===== config.mk =====
export PLATFORM = sky130hd
export DESIGN_NAME = sbus_frame_decoder
export DESIGN_NICKNAME = d
export VERILOG_FILES = /design/src/sbf_pkg.sv /design/src/sbf_framer.sv /design/src/sbf_decoder.sv /design/src/sbus_frame_decoder.sv
export VERILOG_INCLUDE_DIRS = /design/src /design/src/src
export SDC_FILE = /design/constraint.sdc
export NUM_CORES = 1
export LEC_CHECK = 0
export ABC_CLOCK_PERIOD_IN_PS = 13900
export BUFFER_PORTS_ARGS = -buffer_cell sky130_fd_sc_hd__buf_2
export CORE_UTILIZATION = 54
export DETAILED_ROUTE_END_ITERATION = 10
export GPL_ROUTABILITY_DRIVEN = 0
export MAX_ROUTING_LAYER = met4
export PLACE_DENSITY = 0.79
export REMOVE_ABC_BUFFERS = 1
export SYNTH_ARGS = -nofsm -noshare
export SYNTH_HDL_FRONTEND = slang
export SYNTH_HIERARCHICAL = 1
export SYNTH_SLANG_ARGS = --single-unit

===== constraint.sdc =====
create_clock -name clk -period 13.9 [get_ports clk]
set_input_delay 1.39 -clock clk [delete_from_list [all_inputs] [get_ports clk]]
set_output_delay 1.39 -clock clk [all_outputs]
set_load 0.01 [all_outputs]

===== src/sbus_frame_decoder_macros.svh =====
// Assertion helpers shared by the RTL files.
`ifndef SBUS_FRAME_DECODER_MACROS_SVH
`define SBUS_FRAME_DECODER_MACROS_SVH

// Same-cycle implication, checked out of reset.
`define SBF_ASSERT_NOW(label, ante, cons, msg) \
  label: assert property (@(posedge clk) disable iff (!rst_n) (ante) |-> (cons)) \
    else $error(msg);

// Next-cycle implication, checked out of reset.
`define SBF_ASSERT_NEXT(label, ante, cons, msg) \
  label: assert property (@(posedge clk) disable iff (!rst_n) (ante) |=> (cons)) \
    else $error(msg);

`endif


===== src/sbf_pkg.sv =====
package sbf_pkg;

  localparam int WIN_LEN      = 25;
  localparam int CH_W         = 11;
  localparam int NUM_CH       = 10;
  localparam int DATA_BYTES   = 14;
  localparam int DATA_W       = DATA_BYTES * 8;
  localparam int CNT_W        = 5;
  localparam int CFG_IDX_W    = 3;
  localparam int CFG_DATA_W   = 11;

  localparam logic [7:0] HDR_BYTE = 8'h0F;
  localparam logic [7:0] TRL_BYTE = 8'h00;

  typedef enum logic [CFG_IDX_W-1:0] {
    CFG_CENTER_OFFSET = 3'd0,
    CFG_VALID_LIMIT   = 3'd1,
    CFG_DEADBAND      = 3'd2,
    CFG_SWITCH_LOW    = 3'd3,
    CFG_SWITCH_HIGH   = 3'd4,
    CFG_TOGGLE_LIMIT  = 3'd5
  } cfg_idx_t;

  typedef struct packed {
    logic [10:0] center_offset;
    logic [10:0] valid_limit;
    logic [9:0]  deadband;
    logic [10:0] switch_low_limit;
    logic [10:0] switch_high_limit;
    logic [10:0] toggle_limit;
  } cfg_t;

  localparam cfg_t CFG_RESET = '{
    center_offset:     11'd992,
    valid_limit:       11'd800,
    deadband:          10'd25,
    switch_low_limit:  11'd500,
    switch_high_limit: 11'd1500,
    toggle_limit:      11'd1000
  };

  typedef struct packed {
    logic              valid;
    logic [DATA_W-1:0] data;
  } frame_t;

  typedef struct packed {
    logic signed [11:0] right_horizontal;
    logic signed [11:0] right_vertical;
    logic signed [11:0] left_vertical;
    logic signed [11:0] left_horizontal;
    logic signed [11:0] knob_a;
    logic signed [11:0] knob_b;
    logic [1:0]         function_switch;
    logic [1:0]         mode_switch;
    logic               imu_switch;
    logic               gait_switch;
    logic               frame_valid;
  } result_t;

endpackage


===== src/sbf_framer.sv =====
`include "sbus_frame_decoder_macros.svh"

module sbf_framer (
  input  logic            clk,
  input  logic            rst_n,
  input  logic            in_valid,
  output logic            in_stall,
  input  logic [7:0]      in_data_byte,
  input  logic            in_chunk_start,
  input  logic            dn_ready,
  output sbf_pkg::frame_t frame
);
  import sbf_pkg::*;

  logic [7:0]       win_r [WIN_LEN];
  logic [CNT_W-1:0] cnt_r, cnt_nxt, cnt_base;
  logic             matched_r, matched_nxt, matched_base;
  logic             frm_valid_r, frm_valid_nxt;
  logic [DATA_W-1:0] frm_data_r, frm_data_nxt;
  logic             accept, hit;

  assign in_stall = frm_valid_r && !dn_ready;
  assign accept   = in_valid && !in_stall;

  always_comb begin
    cnt_base     = in_chunk_start ? '0 : cnt_r;
    matched_base = in_chunk_start ? 1'b0 : matched_r;
    cnt_nxt      = (cnt_base < CNT_W'(WIN_LEN)) ? cnt_base + CNT_W'(1) : cnt_base;
    hit          = (cnt_nxt == CNT_W'(WIN_LEN)) && !matched_base &&
                   (win_r[1] == HDR_BYTE) && (in_data_byte == TRL_BYTE);
    matched_nxt  = matched_base || hit;
    for (int i = 0; i < DATA_BYTES; i++) begin
      frm_data_nxt[i*8 +: 8] = win_r[i+2];
    end
    if (accept) begin
      frm_valid_nxt = hit;
    end else if (dn_ready) begin
      frm_valid_nxt = 1'b0;
    end else begin
      frm_valid_nxt = frm_valid_r;
    end
  end

  always_ff @(posedge clk) begin
    if (accept) begin
      for (int i = 0; i < WIN_LEN - 1; i++) begin
        win_r[i] <= win_r[i+1];
      end
      win_r[WIN_LEN-1] <= in_data_byte;
      if (hit) begin
        frm_data_r <= frm_data_nxt;
      end
    end
  end

  always_ff @(posedge clk) begin
    if (!rst_n) begin
      cnt_r       <= '0;
      matched_r   <= 1'b0;
      frm_valid_r <= 1'b0;
    end else begin
      if (accept) begin
        cnt_r     <= cnt_nxt;
        matched_r <= matched_nxt;
      end
      frm_valid_r <= frm_valid_nxt;
    end
  end

  assign frame.valid = frm_valid_r;
  assign frame.data  = frm_data_r;

  `SBF_ASSERT_NOW(a_cnt_bound, 1'b1, cnt_r <= CNT_W'(WIN_LEN), "byte count past window length")
  `SBF_ASSERT_NEXT(a_hit_marks, accept && hit, frm_valid_r && matched_r, "match not captured")
  `SBF_ASSERT_NOW(a_frame_full, frm_valid_r, cnt_r == CNT_W'(WIN_LEN), "frame from short chunk")

endmodule


===== src/sbf_decoder.sv =====
`include "sbus_frame_decoder_macros.svh"

module sbf_decoder (
  input  logic             clk,
  input  logic             rst_n,
  input  sbf_pkg::cfg_t    cfg,
  input  sbf_pkg::frame_t  frame,
  output logic             dn_ready,
  output logic             out_valid,
  input  logic             out_stall,
  output sbf_pkg::result_t res
);
  import sbf_pkg::*;

  function automatic logic signed [11:0] centre(logic [10:0] r, logic [10:0] o);
    return $signed({1'b0, r}) - $signed({1'b0, o});
  endfunction

  function automatic logic beyond(logic signed [11:0] x, logic [10:0] lim);
    logic signed [12:0] x13;
    logic signed [12:0] l13;
    x13 = {x[11], x};
    l13 = $signed({2'b00, lim});
    return (x13 > l13) || (x13 < -l13);
  endfunction

  function automatic logic signed [11:0] dead(logic signed [11:0] x, logic [9:0] db);
    logic signed [12:0] x13;
    logic signed [12:0] d13;
    x13 = {x[11], x};
    d13 = $signed({3'b000, db});
    return ((x13 > -d13) && (x13 < d13)) ? 12'sd0 : x;
  endfunction

  function automatic logic [1:0] three_pos(logic [10:0] r, logic [10:0] lo, logic [10:0] hi);
    if (r > hi) return 2'd3;
    if (r < lo) return 2'd1;
    return 2'd2;
  endfunction

  logic [CH_W-1:0]    raw [NUM_CH];
  logic signed [11:0] rh, rv, lv, lh, ka, kb;
  logic               bad;
  result_t            res_r, res_nxt;
  logic               out_valid_r, out_valid_nxt;

  assign dn_ready = !out_valid_r || !out_stall;

  always_comb begin
    for (int k = 0; k < NUM_CH; k++) begin
      raw[k] = frame.data[k*CH_W +: CH_W];
    end
    rh  = centre(raw[0], cfg.center_offset);
    rv  = centre(raw[1], cfg.center_offset);
    lv  = centre(raw[2], cfg.center_offset);
    lh  = centre(raw[3], cfg.center_offset);
    ka  = centre(raw[8], cfg.center_offset);
    kb  = centre(raw[9], cfg.center_offset);
    bad = beyond(rh, cfg.valid_limit) || beyond(rv, cfg.valid_limit) ||
          beyond(lv, cfg.valid_limit) || beyond(lh, cfg.valid_limit);
    res_nxt = '0;
    if (!bad) begin
      res_nxt.right_horizontal = dead(rh, cfg.deadband);
      res_nxt.right_vertical   = dead(rv, cfg.deadband);
      res_nxt.left_vertical    = dead(lv, cfg.deadband);
      res_nxt.left_horizontal  = dead(lh, cfg.deadband);
      res_nxt.knob_a           = ka;
      res_nxt.knob_b           = kb;
      res_nxt.function_switch  = three_pos(raw[4], cfg.switch_low_limit,
                                           cfg.switch_high_limit);
      res_nxt.mode_switch      = three_pos(raw[7], cfg.switch_low_limit,
                                           cfg.switch_high_limit);
      res_nxt.imu_switch       = !(raw[5] > cfg.toggle_limit);
      res_nxt.gait_switch      = !(raw[6] > cfg.toggle_limit);
      res_nxt.frame_valid      = 1'b1;
    end
    out_valid_nxt = dn_ready ? frame.valid : out_valid_r;
  end

  always_ff @(posedge clk) begin
    if (dn_ready && frame.valid) begin
      res_r <= res_nxt;
    end
  end

  always_ff @(posedge clk) begin
    if (!rst_n) begin
      out_valid_r <= 1'b0;
    end else begin
      out_valid_r <= out_valid_nxt;
    end
  end

  assign out_valid = out_valid_r;
  assign res       = res_r;

  `SBF_ASSERT_NOW(a_invalid_zero, out_valid_r && !res_r.frame_valid, res_r == '0, "invalid frame not zeroed")
  `SBF_ASSERT_NOW(a_switch_live, out_valid_r && res_r.frame_valid, res_r.function_switch != 2'd0 && res_r.mode_switch != 2'd0, "switch decoded as zero")

endmodule


===== src/sbus_frame_decoder.sv =====
// channel   | handshake               | beat
// in_       | in_valid / in_stall     | data_byte, chunk_start
// out_      | out_valid / out_stall   | decoded channels, frame_valid
// cfg_      | cfg_valid / cfg_ready   | cfg_index, cfg_data
//
// One byte is taken per cycle unless stalled; the window shift and header/
// trailer match run in the accept cycle, the channel decode registers the
// result once the decoder is ready. Reset (rst_n low, synchronous) clears the
// byte count, chunk match flag, valid flags and loads the register defaults.
// A stall on out_ holds the result; in_stall rises once a matched frame waits.
module sbus_frame_decoder (
  input  logic                             clk,
  input  logic                             rst_n,
  input  logic                             in_valid,
  output logic                             in_stall,
  input  logic [7:0]                       in_data_byte,
  input  logic                             in_chunk_start,
  output logic                             out_valid,
  input  logic                             out_stall,
  output logic signed [11:0]               out_right_horizontal,
  output logic signed [11:0]               out_right_vertical,
  output logic signed [11:0]               out_left_vertical,
  output logic signed [11:0]               out_left_horizontal,
  output logic signed [11:0]               out_knob_a,
  output logic signed [11:0]               out_knob_b,
  output logic [1:0]                       out_function_switch,
  output logic [1:0]                       out_mode_switch,
  output logic                             out_imu_switch,
  output logic                             out_gait_switch,
  output logic                             out_frame_valid,
  input  logic                             cfg_valid,
  output logic                             cfg_ready,
  input  logic [sbf_pkg::CFG_IDX_W-1:0]    cfg_index,
  input  logic [sbf_pkg::CFG_DATA_W-1:0]   cfg_data
);
  import sbf_pkg::*;

  cfg_t    cfg_r, cfg_nxt;
  frame_t  frame;
  result_t res;
  logic    dn_ready;

  assign cfg_ready = 1'b1;

  always_comb begin
    cfg_nxt = cfg_r;
    if (cfg_valid && cfg_ready) begin
      case (cfg_idx_t'(cfg_index))
        CFG_CENTER_OFFSET: cfg_nxt.center_offset     = cfg_data;
        CFG_VALID_LIMIT:   cfg_nxt.valid_limit       = cfg_data;
        CFG_DEADBAND:      cfg_nxt.deadband          = cfg_data[9:0];
        CFG_SWITCH_LOW:    cfg_nxt.switch_low_limit  = cfg_data;
        CFG_SWITCH_HIGH:   cfg_nxt.switch_high_limit = cfg_data;
        CFG_TOGGLE_LIMIT:  cfg_nxt.toggle_limit      = cfg_data;
        default:           cfg_nxt = cfg_r;
      endcase
    end
  end

  always_ff @(posedge clk) begin
    if (!rst_n) begin
      cfg_r <= CFG_RESET;
    end else begin
      cfg_r <= cfg_nxt;
    end
  end

  sbf_framer u_framer (
    .clk            (clk),
    .rst_n          (rst_n),
    .in_valid       (in_valid),
    .in_stall       (in_stall),
    .in_data_byte   (in_data_byte),
    .in_chunk_start (in_chunk_start),
    .dn_ready       (dn_ready),
    .frame          (frame)
  );

  sbf_decoder u_decoder (
    .clk       (clk),
    .rst_n     (rst_n),
    .cfg       (cfg_r),
    .frame     (frame),
    .dn_ready  (dn_ready),
    .out_valid (out_valid),
    .out_stall (out_stall),
    .res       (res)
  );

  assign out_right_horizontal = res.right_horizontal;
  assign out_right_vertical   = res.right_vertical;
  assign out_left_vertical    = res.left_vertical;
  assign out_left_horizontal  = res.left_horizontal;
  assign out_knob_a           = res.knob_a;
  assign out_knob_b           = res.knob_b;
  assign out_function_switch  = res.function_switch;
  assign out_mode_switch      = res.mode_switch;
  assign out_imu_switch       = res.imu_switch;
  assign out_gait_switch      = res.gait_switch;
  assign out_frame_valid      = res.frame_valid;

endmodule


==> impl_metrics.env <==
export IMPL_ir_worst_vdd_uv=86.27
export IMPL_critical_path_max_fanout=30
export IMPL_worst_path_most_repeated_cell="a21oi_1"
export IMPL_fin_cells=2648
export IMPL_period_minus_slack_ns=5.110
export IMPL_hold_viol_final=0
export IMPL_design_area_um2=26350
export IMPL_start_util_pct=54.86
export IMPL_grt_usage_pct=26.11
export IMPL_worstPathCellList="inv_1 -> ha_1 -> nand2b_1 -> a21oi_1 -> o21ai_0 -> nand2b_1 -> a21oi_1 -> xnor2_1 -> ha_1 -> a21oi_1 -> a21oi_1 -> a2111oi_0 -> a211o_1 -> o2111a_1 -> nand4_1 -> buf_4 -> a211oi_1"
export IMPL_wl_per_cell_um=21.27
export IMPL_startpoint_type="flip-flop"
export IMPL_slowest_stage="a2111oi_0"
export IMPL_drc=0
export IMPL_numCtsBuffers=46
export IMPL_final_max_slew_viol_count=0
export IMPL_clk_pin_slew_ns=0.06
export IMPL_dieHeight_um=211.4
export IMPL_dpl_cell_count=2563
export IMPL_fin_skew_ns=0.05220
export IMPL_critPathRequiredTime_ns=14.30
export IMPL_grt_pass1_wl_um=85860
export IMPL_dr_pass1_iters=8
export IMPL_cpPeakStageDelay_ns=0.61
export IMPL_placementRows=76
export IMPL_hp_class="flip-flop to flip-flop"
export IMPL_cts_sink_count=454
export IMPL_synth_warnings=6
export IMPL_fin_crit_sh_pct=36.76
export IMPL_slew_headroom_pct=14.76
export IMPL_drv_cap=0
export IMPL_ant_nets=0
export IMPL_dp_hpwl_um=41080
export IMPL_syn_inst=1889
export IMPL_cts_buffer_depth=3
export IMPL_antenna_found_initial=0
export IMPL_crit_path_end_kind="flip-flop"
export IMPL_avgSynthCellArea_um2=12.54
export IMPL_dieArea_um2=44700
export IMPL_clockRootBuffer="clkbuf_16"
export IMPL_post_cts_setup_buffers=0
export IMPL_syn_to_final_growth_pct=11.25
export IMPL_finalPower_mw=2.886
export IMPL_crit_type="flip-flop to flip-flop"
export IMPL_power_density_nw_per_um2=109.5
export IMPL_layout_drive_gt1_share_pct=9.889
export IMPL_netlist_area_um2=23690
export IMPL_place_area_um2=24910
export IMPL_worstMarginPinSlew_ns=1.246
export IMPL_clk_latency_ns=0.63
export IMPL_vias=15998
export IMPL_final_core_util_pct=61.04
export IMPL_ctsHtreeMaxLevel=2
export IMPL_rsz0062_at_grt="no"
export IMPL_coreArea_um2=43170
export IMPL_drt_initial_drc_count=1310
export IMPL_max_freq_mhz=195.7
export IMPL_die_x_um=211.4
export IMPL_wl_um=56330
export IMPL_fin_nets=2372
export IMPL_cts_tree="yes"
export IMPL_grt_pass1_vias=15742
export IMPL_place_port_buffers=108
export IMPL_r2r_slack_ns=8.79
export IMPL_tns_ns=0
export IMPL_cts_resized=0
export IMPL_grt_max_degree=130
export IMPL_vias_per_cell=6.042
export IMPL_critPathArrivalTime_ns=5.51
export IMPL_setup_violations=0
export IMPL_num_io_pins=110
export IMPL_outcome="finished, final reports clean"
export IMPL_antenna_cells=0
export IMPL_grt_ovfl_total=0
export IMPL_cts_hold_fix_buffers=0
export IMPL_leakage_nw=10.85
state kept, by name, indices dropped and copies added, names as in the netlist:
register / count
cfg_r: 65
u_decoder/out_valid: 1
u_decoder/res: 79
u_framer/cnt_r: 5
u_framer/frm_data_r: 110
u_framer/frm_valid_r: 1
u_framer/matched_r: 1
u_framer/win_r: 192
layout by cell type (no fill, tap or decap), drive strengths merged, types with 4 or more instances in the layout:
cell type	count
edfxtp	381
ha	312
buf	118
inv	115
nand2	109
a21oi	97
nor2	87
o21ai	74
dfxtp	73
mux2i	67
nor2b	67
clkbuf	62
nor3	46
nor3b	43
xnor2	40
o21a	35
nand4	32
a21o	27
nand3	25
a211oi	23
nand2b	19
clkinv	18
o211ai	17
a31oi	16
and3	13
xor2	12
nor4	12
a2111oi	10
o31ai	9
o31a	7
a211o	7
o21bai	6
fa	6
nand4b	5
o32ai	5
nor4b	5
o311ai	4
a221oi	4
worst paths after layout:
check                                              to             startpoint  cells after the start
worst max register to register      u_decoder/res[24]              cfg_r[55]                     17
worst min register to register  u_framer/win_r[11][1]  u_framer/win_r[11][9]                      0
worst max-delay path                u_decoder/res[24]              cfg_r[55]                     17
worst min-delay path            u_framer/win_r[11][1]  u_framer/win_r[11][9]                      0
layout make-up:
type | count | area [µm²]
well taps | 585 | 732.0
inverters | 113 | 429.2
clock buffers | 62 | 1222
repair buffers | 118 | 615.6
fillers | 3331 | 16820
clock inverters | 23 | 222.7
flip-flops and latches | 454 | 12900
multi-input cells | 1293 | 10230
worst max-delay path: cells and delay by family (launching register included):
kind | cells | cell delay, ns
AOI/OAI and AO/OA | 9 | 2.08
buffers and inverters | 2 | 0.64
and+or+nand+nor | 3 | 0.35
DFF | 1 | 0.48
xor gates and xnor gates | 1 | 0.57
adders and majority gates | 2 | 0.77
per-layer routing:
layer	global-route usage, %	vias to the layer above	share of wire, %
li1	-	7483	-
met1	31.86	7684	41
met2	42.57	655	48
met3	4.198	176	6.7
met4	12.24	0	4.5
met5	-	-	0
power breakdown:
group          total [mW]  leakage, nW  switching [mW]  internal, mW
registers            1.53         4.34          0.0201          1.51
clock network        1.17        0.702           0.522         0.647
logic               0.183         5.81           0.116        0.0665
total                2.89         10.9           0.658          2.23
stage by stage:
stage	setup WS [ns]	hold WS [ns]
after CTS	8.862	0.4142
after global routing	8.342	0.4226
after floorplan	3.841	0.4003
final	8.790	0.4152
after global placement	9.065	0.4035
after detailed placement	8.908	0.4045
No activity file was read; power rests on OpenSTA's default activity.
